<file path="src/rtl/core/grtt_pkg.sv">
// ---------------------------------------------------------------------------
// grtt_pkg
// Shared types and constants of the guest region translation table.
// ---------------------------------------------------------------------------
package grtt_pkg;

   localparam int ENTRIES = 64;
   localparam int IDX_W   = (ENTRIES > 1) ? $clog2(ENTRIES) : 1;
   localparam int CNT_W   = $clog2(ENTRIES + 1);
   localparam int USED_W  = 7;
   localparam int GA_W    = 52;
   localparam int HA_W    = 64;
   localparam int LEN_W   = 53;

   typedef enum logic [1:0] {
      CMD_REMEMBER = 2'd0,
      CMD_FORGET   = 2'd1,
      CMD_LOOKUP   = 2'd2
   } cmd_type;

   typedef enum logic [2:0] {
      ST_UPDATED  = 3'd0,
      ST_APPENDED = 3'd1,
      ST_DROPPED  = 3'd2,
      ST_REMOVED  = 3'd3,
      ST_ABSENT   = 3'd4,
      ST_HIT      = 3'd5,
      ST_MISS     = 3'd6
   } status_type;

   typedef enum logic [2:0] {
      S_IDLE,
      S_SCAN,
      S_LAST_RD,
      S_MOVE,
      S_XLATE,
      S_RESP
   } state_type;

   typedef struct packed {
      cmd_type           cmd;
      logic [GA_W-1:0]   guest_address;
      logic [HA_W-1:0]   host_base;
      logic [LEN_W-1:0]  region_size;
      logic [LEN_W-1:0]  access_length;
   } req_type;

   typedef struct packed {
      logic [2:0]        status;
      logic [HA_W-1:0]   host_address;
      logic [USED_W-1:0] entries_used;
   } rsp_type;

   typedef struct packed {
      logic [GA_W-1:0]   guest_base;
      logic [HA_W-1:0]   host_base;
      logic [LEN_W-1:0]  length;
   } entry_type;

   typedef struct packed {
      logic              base_eq;
      logic              covers;
      logic [GA_W-1:0]   offset;
   } match_type;

endpackage

</file>
<file path="src/rtl/core/grtt_match.sv">
// ---------------------------------------------------------------------------
// grtt_match
// Compare one stored region against the held request.
// ---------------------------------------------------------------------------
module grtt_match (
   input  grtt_pkg::entry_type entry,
   input  grtt_pkg::req_type   req,
   output grtt_pkg::match_type result
);

   logic [grtt_pkg::LEN_W:0] req_end;
   logic [grtt_pkg::LEN_W:0] region_end;

   always_comb begin
      // full-width ends, no wrap
      req_end    = {2'b00, req.guest_address} + {1'b0, req.access_length};
      region_end = {2'b00, entry.guest_base} + {1'b0, entry.length};
      result.base_eq = (entry.guest_base == req.guest_address);
      result.covers  = (req.guest_address >= entry.guest_base) && (req_end <= region_end);
      result.offset  = req.guest_address - entry.guest_base;
   end

endmodule

</file>
<file path="config.mk">
export PLATFORM = sky130hd
export DESIGN_NAME = grtt_match
export DESIGN_NICKNAME = d
export VERILOG_FILES = /design/src/rtl/core/grtt_pkg.sv /design/src/rtl/core/grtt_match.sv
export SDC_FILE = /design/constraint.sdc
export NUM_CORES = 1
export LEC_CHECK = 0
export BUFFER_PORTS_ARGS = -buffer_cell sky130_fd_sc_hd__buf_2
export CORE_ASPECT_RATIO = 0.75
export CORE_MARGIN = 3
export CORE_UTILIZATION = 35
export DETAILED_ROUTE_END_ITERATION = 8
export PLACE_DENSITY_LB_ADDON = 0.12
export SYNTH_ARGS = -nofsm -noshare
export SYNTH_HDL_FRONTEND = slang
export SYNTH_SLANG_ARGS = --single-unit
</file>
<file path="constraint.sdc">
create_clock -name vclk -period 11.6
set_input_delay 2.32 -clock vclk [all_inputs]
set_output_delay 2.32 -clock vclk [all_outputs]
set_load 0.05 [all_outputs]
</file>
==> impl_metrics.csv <==
group,metric,value,unit
status,status,"completed",
route,vias,11998,
clocking,cts_resized,0,
worst_hold_path,hp-start,"entry[117]",
power_and_ir_drop,power_density,83.8,nW/um2
sta,min_period,10.31,ns
sta,finalHoldViolCount,0,
layout,final_core_util,40.9,%
global_routing,track_usage,24.7,%
sta,timing.fmax,0.0970,GHz
place,port_buffers,264,
clocking,holdBufCountCts,0,
floorplanning,dieWidth,205,um
route,via_per_inst,5.69,
floorplanning,die_h,156,um
floorplanning,dieArea,31900,um2
sta,tns,0,ns
place,dp.cells,2102,
sta,rsz0062_at_grt,"no",
setup_path,endpoint_kind,"primary output",
setup_path,cpMaxStageDelayCell,"a2111oi_0",
sta,worst_slew_pin_slew,1.02,ns
setup_path,worstPathMaxFanout,3,
logic_synthesis,syn_inst,1499,
route,postRouteAntennaNets,0,
power_and_ir_drop,p_seq_share,0,%
floorplanning,num_io_pins,447,
logic_synthesis,yosys_warnings,0,
place,dp_hpwl,37500,um
global_routing,antenna_found_initial,5,
setup_path,critPathMaxStageDelay,0.93,ns
setup_path,path_cells,"buf_2 > ha_1 > inv_1 > fa_1 > nand2b_1 > a211oi_1 > o31ai_1 > a2111oi_0 > nor2_1 > o21ai_0 > nor2b_1 > a21oi_1 > xnor2_1 > ha_1 > nand4_1 > nor2_1 > nand2_1 > or3_1 > o21ai_0 > and2_1 > buf_2",
job,drv_cap,0,
layout,nets,2318,
layout,syn_to_final_growth,14.3,%
worst_hold_path,worstHoldEndpoint,"result[0]",
layout,drive_above_1_share,17.2,%
global_routing,overflow,0,
layout,mostFrequentLayoutCells,"buf_2 (264), ha_1 (210), a21oi_1 (201), nand2_1 (117), a21o_1 (108)",
sta,setup_viol,0,
logic_synthesis,synth_top_area_cell,"ha_1",
power_and_ir_drop,p_comb_share,100.0,%
power_and_ir_drop,leakage,6.03,nW
global_routing,grt_pass1_wl,62500,um
setup_path,required,9.28,ns
logic_synthesis,synth_nets,2105,
layout,final_cells,2107,
global_routing,grt_pass1_vias,11178,
setup_path,arrival,7.99,ns
setup_path,path_class,"in2out",
route,detail_route.first_pass.iterations,5,
worst_hold_path,min_path_type,"in2out",
route,drc,0,
logic_synthesis,syn-cell-area,10400,um2
power_and_ir_drop,p_int,0.356,mW
setup_path,critPathLaunchType,"input port",
clocking,postCtsSetupBuffers,0,
route,finalWirelength,42200,um
layout,clockBufferCount,0,
sta,period_share,88.8,%
logic_synthesis,ys_seq_area_share,0,%
power_and_ir_drop,switching_share,64.4,%
layout,seq_cells,0,
route,post_drt_wl_per_cell,20.0,um
setup_path,critPathLaunch,"req[170]",
place,dp_slack,1.37,ns
global_routing,grt_max_degree,14,
floorplanning,start_util,35.8,%
floorplanning,coreArea,29200,um2
layout,final_common_cell,"buf_2",
logic_synthesis,synth_cell_types,78,
sta,maxSlewViolCount,0,
layout,final_cell_area,11900,um2
sta,worst_slew_margin_rel,30.1,%
worst_hold_path,holdPathStages,4,
sta,setup_slack,1.29,ns
place,place_congestion,0.978,
layout,fillers,3255,
logic_synthesis,synth.top_cell.area_share,25.2,%
layout,ff_latch_area,0,um2
logic_synthesis,syn-mean-instance-area,6.96,um2
power_and_ir_drop,power_frac_clock,0,%
floorplanning,rows,54,
route,drtIter0Drc,822,
place,dpl_cell_area,11900,um2
logic_synthesis,synth.top_cells.by_area,"ha_1 (25%), a21oi_1 (9.6%), a21o_1 (7.8%)",
power_and_ir_drop,p_sw,0.643,mW
power_and_ir_drop,vdd_drop_max,0.0702,mV
[area by class of cell]
cell class / count / area [um2] / area share, %
Antenna cell: 5 / 12.5 / 0.105
Tap cell: 392 / 490 / 4.11
Timing Repair Buffer: 264 / 1320 / 11.1
Inverter: 97 / 364 / 3.05
Multi-Input combinational cell: 1349 / 9740 / 81.7
[power groups by stage]
stage / logic, mW / clock network [mW] / registers [mW]
floorplan: 0.723 / 0 / 0
finish: 1.00 / 0.0000000580 / 0
global placement: 0.979 / 0 / 0
CTS: 0.990 / 0 / 0
detailed placement: 0.982 / 0 / 0
global route: 1.09 / 0.0000000578 / 0
[worst max path at each step]
stage	depth (start not counted)	endpoint	slack, ns
global placement	21	result[52]	1.35
CTS	21	result[52]	1.36
floorplan	19	result[52]	2.97
detailed placement	21	result[52]	1.37
finish	21	result[52]	1.29
global route	21	result[52]	0.98
[critical path: cells and delay by family]
kind / cells / cell delay, ns
adders and majority gates: 3 / 0.86
buffers and inverters: 3 / 0.41
and+or+nand+nor: 8 / 1.65
xor gates and xnor gates: 1 / 0.17
AOI/OAI and AO/OA: 6 / 2.57
[routing by layer]
| metal | share of wire [%] | track usage (%) | up-vias | routed length [um] |
|---|---|---|---|---|
| met5 | 0 | 0 | - | 0 |
| met4 | 1.2 | 3.09 | 0 | 514 |
| met2 | 39 | 35.3 | 424 | 16600 |
| met1 | 52 | 39.8 | 5548 | 22000 |
| met3 | 7.2 | 2.92 | 31 | 3060 |
| li1 | - | - | 5995 | - |
[cell families after synthesis]
group / count (synthesis) / synth area share, %
buffers and inverters: 150 / 6.63
XOR/XNOR: 145 / 12.2
AND/OR/NAND/NOR: 412 / 19.8
AO/OA/AOI/OAI: 579 / 35.6
adder cells (fa/ha/maj): 213 / 25.8
[through the flow]
| step | hold slack (ns) | power [mW] |
|---|---|---|
| floorplan | 4.95 | 0.723 |
| global placement | 5.13 | 0.979 |
| detailed placement | 5.13 | 0.982 |
| CTS | 5.14 | 0.990 |
| global route | 5.17 | 1.09 |
| finish | 5.14 | 1.00 |
[Yosys cell counts, drive strengths merged (15+ instances only)]
cell    count
a21o      110
nor3       25
nor2b      15
inv        97
xnor2      82
clkbuf     38
o21ai     106
nand4      56
o21a       25
and3       17
nor2       88
o21bai     21
xor2       63
nand2b     22
a211oi     16
ha        210
a21oi     202
nand3      35
nand2     118
No activity file was read; power rests on OpenSTA's default activity.
