<file path="src/rtl/core/grtt_ram.sv">
// ---------------------------------------------------------------------------
// grtt_ram
// Generic simple dual-port RAM: one write port, one read port, registered read.
// ---------------------------------------------------------------------------
module grtt_ram #(
   parameter int WIDTH = 8,
   parameter int DEPTH = 16,
   localparam int AW = (DEPTH > 1) ? $clog2(DEPTH) : 1
) (
   input  logic                  clock,
   input  logic                  wr_en,
   input  logic [AW-1:0]         wr_addr,
   input  logic [WIDTH-1:0]      wr_data,
   input  logic [AW-1:0]         rd_addr,
   output logic [WIDTH-1:0]      rd_data
);

   logic [WIDTH-1:0] mem_ff [DEPTH];
   logic [WIDTH-1:0] rd_data_ff;

   always_ff @(posedge clock) begin
      if (wr_en) begin
         mem_ff[wr_addr] <= wr_data;
      end
      rd_data_ff <= mem_ff[rd_addr];
   end

   assign rd_data = rd_data_ff;

endmodule

</file>
<file path="config.mk">
export PLATFORM = sky130hd
export DESIGN_NAME = grtt_ram
export DESIGN_NICKNAME = d
export VERILOG_FILES = /design/src/rtl/core/grtt_ram.sv
export SDC_FILE = /design/constraint.sdc
export NUM_CORES = 1
export LEC_CHECK = 0
export ABC_AREA = 1
export BUFFER_PORTS_ARGS = -buffer_cell sky130_fd_sc_hd__clkbuf_2
export CAP_MARGIN = 20
export CORE_ASPECT_RATIO = 0.7
export CORE_MARGIN = 10
export CORE_UTILIZATION = 61
export DETAILED_ROUTE_END_ITERATION = 8
export PLACE_DENSITY_LB_ADDON = 0.08
export SETUP_SLACK_MARGIN = 0.02
export SLEW_MARGIN = 20
export SYNTH_ARGS = -nofsm -noshare
export SYNTH_HDL_FRONTEND = slang
export SYNTH_SLANG_ARGS = --single-unit
export TNS_END_PERCENT = 30
</file>
<file path="constraint.sdc">
create_clock -name clock -period 1.3 [get_ports clock]
set_clock_uncertainty 0.1 [all_clocks]
set_input_delay 0 -clock clock [delete_from_list [all_inputs] [get_ports clock]]
set_output_delay 0 -clock clock [all_outputs]
set_load 0.02 [all_outputs]
</file>
==> results.sh, run 1 <==
export IMPL_status="complete, no violations"
export IMPL_grt_max_degree=38
export IMPL_grt_pass1_vias=3885
export IMPL_h_tree_depth=4
export IMPL_drive_gt1_share_pct=13.42
export IMPL_hp_class="in -> reg"
export IMPL_vias=4104
export IMPL_pre_cts_ws_ns=0.1278
export IMPL_ir_drop_mv=1.253
export IMPL_ys_types=12
export IMPL_cp_start_kind="register"
export IMPL_fmax_mhz=896.1
export IMPL_drt_iter0_drc=693
export IMPL_startpoint="mem_ff[14][3]"
export IMPL_crit_buf_inv=1
export IMPL_grt_ovfl_total=0
export IMPL_clkTransAtPathRegs_ns=0.06
export IMPL_fill_cells=628
export IMPL_syn_inst=551
export IMPL_antennaDiodeCount=0
export IMPL_cts_setup_buffers=0
export IMPL_cts_tree="done"
export IMPL_antenna_found_initial=0
export IMPL_vias_per_cell=5.584
export IMPL_report_final_slew_viol_count=0
export IMPL_max_slew_worst_pin_slew_ns=0.4662
export IMPL_num_rows=29
export IMPL_hpwlAfterDp_mm=8.586
export IMPL_r2r_start="mem_ff[14][3]"
export IMPL_clock_latency_ns=0.42
export IMPL_firstDrtPassIters=7
export IMPL_finalNetCount=616
export IMPL_period_share_pct=85.84
export IMPL_routedWlPerCell_um=19.29
export IMPL_yosysMostFrequentCell="nand2_1"
export IMPL_period_needed_ns=1.116
export IMPL_yosys_area_top_type="edfxtp_1"
export IMPL_syn_nets=569
export IMPL_synth_top_flop_cell="edfxtp_1"
export IMPL_fin_setup_tns_ns=0
export IMPL_worstSetupPathType="reg -> reg"
export IMPL_path_delay_family="simple AND/OR/NAND/NOR gates"
export IMPL_crit_path_top_delay_cell="edfxtp_1"
export IMPL_cts_resized=0
export IMPL_numCtsBuffers=17
export IMPL_cts_path_max_buffers=2
export IMPL_worstPathArrival_ns=1.32
export IMPL_gp_congestion=0.8492
export IMPL_synthTopCellsByArea="edfxtp_1 67%, nand2_1 11%, nand3_1 8.4%"
export IMPL_grt_usage_pct=21.41
export IMPL_drtAntennaViolNets=0
export IMPL_path_max_fanout=1
export IMPL_drc=0
export IMPL_synth_seq_cells=136
export IMPL_synth_top_area_share_pct=66.65
export IMPL_clkSinkCount=136
export IMPL_synth_seq_area_share_pct=69.43
export IMPL_cp_depth=6
export IMPL_final_cells=735
export IMPL_die_area_um2=13800
export IMPL_die_height_um=101.4
export IMPL_synth_async_reset_ratio_pct=0
export IMPL_crit_top_cell="nand3_1"
export IMPL_dp_cells=700
export IMPL_rr_worst_depth=6
export IMPL_p_leak_nw=3.044
export IMPL_endpoint="rd_data[3]"
export IMPL_routed_wl_mm=14.18
export IMPL_rsz0062_at_grt="false"
export IMPL_fin_ws_ns=0.1840
export IMPL_start_util_pct=63.07
export IMPL_synth_common_cells="173 x nand2_1, 128 x edfxtp_1, 100 x inv_1"
export IMPL_synth_area_um2=5767
export IMPL_cellPowerDensity_nw_per_um2=1696
export IMPL_max_stage_delay_ns=0.36
export IMPL_ys_warn_count=0
export IMPL_grt_first_pass_wirelength_mm=22.07
export IMPL_maxCapViolCount=0
export IMPL_synth_area_per_cell_um2=10.47
export IMPL_setup_viol=0
export IMPL_core_area_um2=9144
export IMPL_cts_root_buf="clkbuf_16"
export IMPL_portBuffers=25
export IMPL_finalHoldViolCount=0
export IMPL_synth_edf_count=128
export IMPL_relSlewSlack_pct=68.92
export IMPL_syn_to_final_growth_pct=19.70
export IMPL_r2r_slack_ns=0.18
export IMPL_path_cells="inv_1, nand2_1, nand3_1, nand3_1, nand3_1, nand2_1"
export IMPL_cp_data_required_time_ns=1.51
export IMPL_die_w_um=136.2
export IMPL_endpoint_kind="register"
export IMPL_r2r_end="rd_data[3]"
export IMPL_io_pins=26
area by class of cell:
cell class,count,area (um2),share of cell area [%]
Clock buffer,20,456.7,6.616
Tap cell,124,155.1,2.248
Clock inverter,12,292.8,4.241
Sequential cell,136,4004,58.00
Multi-Input combinational cell,289,1214,17.58
Inverter,102,382.9,5.546
Timing Repair Buffer,52,397.9,5.764
sequential cells by signal (all words and copies together) (netlist names):
register,flops
mem_ff,128
rd_data,8
report_power, final:
| group | switching [mW] | total [mW] | internal (mW) |
|---|---|---|---|
| Combinational | 0.476 | 0.679 | 0.202 |
| Clock | 1.80 | 6.09 | 4.28 |
| Sequential | 0.0379 | 4.94 | 4.90 |
worst register-to-register path: stages (launching register included):
cell      delay [ns]
edfxtp_1        0.36
inv_1           0.06
nand2_1         0.05
nand3_1         0.15
nand3_1         0.10
nand3_1         0.13
nand2_1         0.07
timing repair:
item	4_1_cts	5_1_grt
endpoints found under the setup margin	0	0
hold endpoints to repair	40	0
hold buffers	3	0
kinds of logic (layout without fill, tap and decap cells):
group                  after synthesis  in the layout  synth area share, %
buffers and inverters              126            186                9.525
flip-flops                         136            136                69.43
AND/OR/NAND/NOR                    289            289                21.05
how the worst min path moves through the flow:
stage | start | to | slack, ns | cells after the start
global placement | rd_addr[3] | rd_data[0] | 0.29 | 3
floorplan | wr_data[0] | mem_ff[0][0] | -0.001 | 0
CTS | rd_addr[2] | rd_data[0] | 0.02 | 5
finish | wr_data[5] | mem_ff[3][5] | 0.02 | 1
global route | wr_data[4] | mem_ff[0][4] | 0.04 | 1
detailed placement | rd_addr[3] | rd_data[0] | 0.28 | 3
metrics by stage:
stage	hold slack [ns]	cell area, um2	total power, mW	util, %
final	0.01761	6903	11.71	75.49
after global routing	0.03579	6903	11.96	75.49
after CTS	0.01950	6903	11.73	75.49
after detailed placement	0.2767	6123	5.684	66.97
after global placement	0.2910	6123	5.668	66.97
after floorplan	-0.001131	5767	5.398	-
layer usage:
layer | track usage, % | routed length (um)
met1 | 31.05 | 6298
met2 | 30.25 | 6026
met3 | 6.874 | 1624
met4 | 6.122 | 231
met5 | 0 | 0
placed cells by master, fill, tap and decap left out, drive strengths merged:
cell         synthesis  final
dfxtp                8      8
buf                 24     24
dlygate4sd3          0      3
clkinv               0      3
nand3               97     97
bufinv               0      9
inv                102    102
nand3b               2      2
edfxtp             128    128
clkbuf               0     45
nor2                17     17
nand2              173    173
Note: power is estimated with default switching activity, not from simulation.
==> inputs of run 2 (changes only) <==
- MAX_ROUTING_LAYER: unset -> met4
==> run 2 against run 1 <==
  * Wire length rose by 0.54%
  * Core utilization did not move
  * Sequential power barely moved
  * Sequential share of layout area did not move
  * Largest cell class unchanged
  * Count of clock-buffer cells in the layout did not move
  * Via count fell by 0.97%
  * Flip-flop and latch count did not move
  * Critical endpoint is now rd_data[5]
==> results.sh, run 2 (same netlist as run 1, synthesis figures left out) <==
export IMPL_clock_latency_ns=0.42
export IMPL_max_slew_worst_pin_slew_ns=0.4676
export IMPL_whs_path_depth=1
export IMPL_p_leak_nw=3.044
export IMPL_antennaDiodeCount=0
export IMPL_total_power_mw=11.70
export IMPL_portBuffers=25
export IMPL_finalNetCount=616
export IMPL_cts_resized=0
export IMPL_multi_input_area_um2=1214
export IMPL_path_max_fanout=1
export IMPL_fin_util_pct=75.49
export IMPL_gp_congestion=0.8626
export IMPL_hp_start="wr_data[5]"
export IMPL_r2r_slack_ns=0.19
export IMPL_path_cells="inv_1, nand2_1, nand3_1, nand3_1, nand3_1, nand2_1"
export IMPL_largest_reg_flops=128
export IMPL_fin_area_um2=6903
export IMPL_grt_ovfl_total=0
export IMPL_final_cell_mix="173 x nand2_1, 128 x edfxtp_1, 100 x inv_1"
export IMPL_vias=4064
export IMPL_period_needed_ns=1.114
export IMPL_ir_drop_mv=1.252
export IMPL_hpwlAfterDp_mm=8.586
export IMPL_clkTransAtPathRegs_ns=0.06
export IMPL_grt_use_met1_pct=31.27
export IMPL_grt_max_degree=38
export IMPL_grt_most_used_layer="met1"
export IMPL_dp_cells=700
export IMPL_whs_ns=0.01332
export IMPL_cp_data_required_time_ns=1.50
export IMPL_gr_usage_met3_pct=6.775
export IMPL_cellPowerDensity_nw_per_um2=1696
export IMPL_num_rows=29
export IMPL_report_final_slew_viol_count=0
export IMPL_dpl_instance_area_um2=6123
export IMPL_die_w_um=136.2
export IMPL_cts_path_max_buffers=2
export IMPL_h_tree_depth=4
export IMPL_worstPathArrival_ns=1.32
export IMPL_final_cells=735
export IMPL_crit_path_top_delay_cell="edfxtp_1"
export IMPL_regMostFlops="mem_ff"
export IMPL_numCtsBuffers=17
export IMPL_crit_top_cell="nand3_1"
export IMPL_cp_start_kind="register"
export IMPL_core_area_um2=9144
export IMPL_min_to="mem_ff[3][5]"
export IMPL_relSlewSlack_pct=68.83
export IMPL_antenna_found_initial=0
export IMPL_worstSetupPathType="reg -> reg"
export IMPL_die_height_um=101.4
export IMPL_max_stage_delay_ns=0.35
export IMPL_grt_usage_pct=22.09
export IMPL_finalHoldViolCount=0
export IMPL_drtAntennaViolNets=0
export IMPL_r2r_start="mem_ff[15][5]"
export IMPL_period_share_pct=85.72
export IMPL_setup_viol=0
export IMPL_vias_per_cell=5.529
export IMPL_final_common_cell="nand2_1"
export IMPL_fill_cells=628
export IMPL_firstDrtPassIters=6
export IMPL_fin_setup_tns_ns=0
export IMPL_grt_util_met2_pct=30.07
export IMPL_drc=0
export IMPL_io_pins=26
export IMPL_grt_first_pass_wirelength_mm=22.08
export IMPL_drt_iter0_drc=746
export IMPL_cts_root_buf="clkbuf_16"
export IMPL_endpoint_kind="register"
export IMPL_routedWlPerCell_um=19.40
export IMPL_die_area_um2=13800
export IMPL_syn_to_final_growth_pct=19.70
export IMPL_status="complete, no violations"
export IMPL_cts_tree="done"
export IMPL_pre_cts_ws_ns=0.1278
export IMPL_start_util_pct=63.07
export IMPL_seq_area_um2=4004
export IMPL_clkSinkCount=136
export IMPL_hp_class="in -> reg"
export IMPL_fin_ws_ns=0.1857
export IMPL_grt_pass1_vias=3884
export IMPL_r2r_end="rd_data[5]"
export IMPL_rsz0062_at_grt="false"
export IMPL_maxCapViolCount=0
export IMPL_drive_gt1_share_pct=13.42
export IMPL_routed_wl_mm=14.26
export IMPL_rr_worst_depth=6
export IMPL_fmax_mhz=897.4
==> run 2: cell counts in the layout (fill, tap and decap cells not counted) <==
Identical to the previous run, type by type.
==> run 2: area by class of cell <==
class                      instances  area share [%]
clock buffer                      20           6.616
inverter                         102           5.546
tap                              124           2.248
timing repair buffer              52           5.764
clock inverter                    12           4.241
sequential                       136           58.00
multi-input combinational        289           17.58
==> run 2: per-layer routing <==
metal	wire (um)	up-vias
li1	-	1865
met1	6277	1909
met2	6128	276
met3	1747	14
met4	103	0
met5	0	-
==> run 2: how the worst max path moves through the flow <==
stage                  startpoint             to  depth (start not counted)
floorplan              wr_addr[2]  mem_ff[10][0]                          2
global placement       rd_addr[0]     rd_data[0]                          7
detailed placement     rd_addr[0]     rd_data[3]                          8
CTS                 mem_ff[14][3]     rd_data[3]                          6
global route        mem_ff[14][3]     rd_data[3]                          6
finish              mem_ff[15][5]     rd_data[5]                          6
==> run 2: critical path, delay by kind of cell, from the launching register on <==
kind,cells,cell delay (ns)
flip-flops,1,0.35
buffers and inverters,1,0.06
AND/OR/NAND/NOR,5,0.49
==> run 2: power breakdown <==
part	leakage, nW	internal (mW)	switching (mW)
logic	1.46	0.202	0.477
registers	1.22	4.90	0.0380
clock network	0.364	4.28	1.80
total	3.04	9.39	2.31
==> run 2: timing repair <==
item	4_1_cts	5_1_grt
hold endpoints to repair	40	0
hold buffers	3	0
setup buffers	0	0
endpoints found under the setup margin	0	0
==> inputs of run 3 (changes only) <==
- CORE_UTILIZATION: 61 -> 35
- CTS_BUF_LIST: unset -> sky130_fd_sc_hd__clkbuf_2 sky130_fd_sc_hd__clkbuf_4 sky130_fd_sc_hd__clkbuf_8
- SLEW_MARGIN: 20 -> unset
==> run 3 against run 2 <==
  * Final cell count rose by 15%
  * Maximum frequency fell by 6.9%
  * Final area fell by 0.42%
  * Flip-flop and latch count did not move
  * Wire length rose by 4.6%
  * Critical path type unchanged
  * Global-route usage fell by 7.7 points
  * First-iteration DRC count fell by 57%
  * Critical path depth did not move
  * Count of clock-buffer cells in the layout fell by 2
==> results.sh, run 3 (same netlist as run 1, synthesis figures left out) <==
export IMPL_status="complete, no violations"
export IMPL_grt_pass1_vias=3668
export IMPL_r2r_start="mem_ff[9][1]"
export IMPL_worstPathArrival_ns=1.42
export IMPL_fin_util_pct=42.30
export IMPL_report_final_slew_viol_count=0
export IMPL_min_to="mem_ff[9][5]"
export IMPL_max_stage_delay_ns=0.37
export IMPL_numCtsBuffers=17
export IMPL_antennaDiodeCount=0
export IMPL_drive_gt1_share_pct=14.31
export IMPL_h_tree_depth=4
export IMPL_grt_max_degree=35
export IMPL_finalNetCount=627
export IMPL_antenna_found_initial=0
export IMPL_vias_per_cell=4.469
export IMPL_final_cell_mix="173 x nand2_1, 128 x edfxtp_1, 100 x inv_1"
export IMPL_r2r_slack_ns=0.10
export IMPL_period_needed_ns=1.197
export IMPL_routed_wl_mm=14.92
export IMPL_regMostFlops="mem_ff"
export IMPL_drc=0
export IMPL_hp_class="in -> reg"
export IMPL_die_height_um=127.4
export IMPL_syn_to_final_growth_pct=19.20
export IMPL_crit_buf_inv=1
export IMPL_drt_iter0_drc=320
export IMPL_setup_viol=0
export IMPL_io_pins=26
export IMPL_drtAntennaViolNets=0
export IMPL_worstSetupPathType="reg -> reg"
export IMPL_max_slew_worst_pin_slew_ns=0.4338
export IMPL_maxCapViolCount=0
export IMPL_cp_depth=6
export IMPL_routedWlPerCell_um=17.61
export IMPL_num_rows=39
export IMPL_finalHoldViolCount=0
export IMPL_gp_congestion=0.8277
export IMPL_hpwlAfterDp_mm=9.714
export IMPL_clkSinkCount=136
export IMPL_period_share_pct=92.05
export IMPL_cp_start_kind="register"
export IMPL_hp_start="wr_data[5]"
export IMPL_relSlewSlack_pct=71.08
export IMPL_path_max_fanout=1
export IMPL_fmax_mhz=835.7
export IMPL_die_area_um2=22090
export IMPL_crit_path_top_delay_cell="edfxtp_1"
export IMPL_rsz0062_at_grt="false"
export IMPL_dpl_instance_area_um2=6332
export IMPL_final_common_cell="nand2_1"
export IMPL_grt_usage_pct=14.44
export IMPL_path_delay_family="simple AND/OR/NAND/NOR gates"
export IMPL_clkTransAtPathRegs_ns=0.09
export IMPL_core_area_um2=16250
export IMPL_cts_path_max_buffers=2
export IMPL_largest_reg_flops=128
export IMPL_cellPowerDensity_nw_per_um2=1411
export IMPL_rr_worst_depth=6
export IMPL_start_util_pct=35.49
export IMPL_path_cells="inv_1, nand2_1, nand3_1, nand3_1, nand3_1, nand2_1"
export IMPL_cts_root_buf="clkbuf_8"
export IMPL_endpoint_kind="register"
export IMPL_fill_cells=1584
export IMPL_firstDrtPassIters=5
export IMPL_whs_path_depth=1
export IMPL_clock_latency_ns=0.44
export IMPL_die_w_um=173.4
export IMPL_vias=3785
export IMPL_portBuffers=25
export IMPL_fin_setup_tns_ns=0
export IMPL_cts_tree="done"
export IMPL_cp_data_required_time_ns=1.53
export IMPL_crit_top_cell="nand3_1"
export IMPL_total_power_mw=9.701
export IMPL_fin_area_um2=6874
export IMPL_grt_first_pass_wirelength_mm=22.93
export IMPL_ir_drop_mv=0.5863
export IMPL_r2r_end="rd_data[1]"
export IMPL_cts_resized=0
export IMPL_grt_ovfl_total=0
export IMPL_p_leak_nw=2.963
run 3: changes by cell type in the layout (fill, tap and decap cells not counted), moves of 3 or more:
cell           before  now
clkbuf_8            2   17
clkbuf_16          17    0
dlygate4sd3_1       3    8
buf_4              19   22
bufinv_16           9    5
clkinvlp_4          0    4
inv_6               0    3
buf_12              5    8
run 3: per-stage QoR:
stage / std cells / setup slack, ns / hold WS [ns]
after floorplan: 551 / 0.2492 / -0.001131
final: 847 / 0.1034 / 0.001312
after CTS: 846 / 0.1056 / 0.01054
after global placement: 807 / 0.06801 / 0.3203
after detailed placement: 807 / 0.06743 / 0.3221
after global routing: 847 / 0.03379 / 0.01369
run 3: layer usage:
| layer | GRT usage [%] | part of all wire (%) | wire [um] |
|---|---|---|---|
| met5 | - | 0 | 0 |
| met4 | 4.247 | 1.0 | 154 |
| met3 | 3.414 | 7.1 | 1052 |
| met2 | 19.04 | 41 | 6120 |
| met1 | 21.27 | 51 | 7590 |
run 3: worst max-delay path by stage:
stage | startpoint | endpoint | slack [ns]
finish | mem_ff[9][1] | rd_data[1] | 0.10
global placement | rd_addr[0] | rd_data[0] | 0.07
detailed placement | rd_addr[0] | rd_data[1] | 0.07
CTS | mem_ff[9][1] | rd_data[1] | 0.11
global route | mem_ff[8][1] | rd_data[1] | 0.03
floorplan | wr_addr[2] | mem_ff[10][0] | 0.25
run 3: area by class of cell:
class / instances / area [um2] / share of cell area [%]
well taps: 225 / 281.5 / 4.095
inverters: 102 / 382.9 / 5.570
flip-flops and latches: 136 / 4004 / 58.25
clock inverters: 14 / 220.2 / 3.203
clock buffers: 18 / 241.5 / 3.513
repair buffers: 63 / 530.5 / 7.718
multi-input cells: 289 / 1214 / 17.66
run 3: worst reg2reg max path, cell delays in order (launching register included):
cell and delay, ns:
edfxtp_1 0.37, inv_1 0.06, nand2_1 0.04, nand3_1 0.08
nand3_1 0.18, nand3_1 0.18, nand2_1 0.07
run 3: report_power, final:
part	total [mW]	internal, mW	switching (mW)
registers	4.93	4.89	0.0368
logic	0.717	0.236	0.480
clock network	4.05	2.32	1.73
total	9.70	7.45	2.25
run 3: timing repair:
item / in CTS / in global routing
hold buffers: 7 / 1
setup buffers: 0 / 0
endpoints found under the hold margin: 77 / 4
setup endpoints to repair: 0 / 0
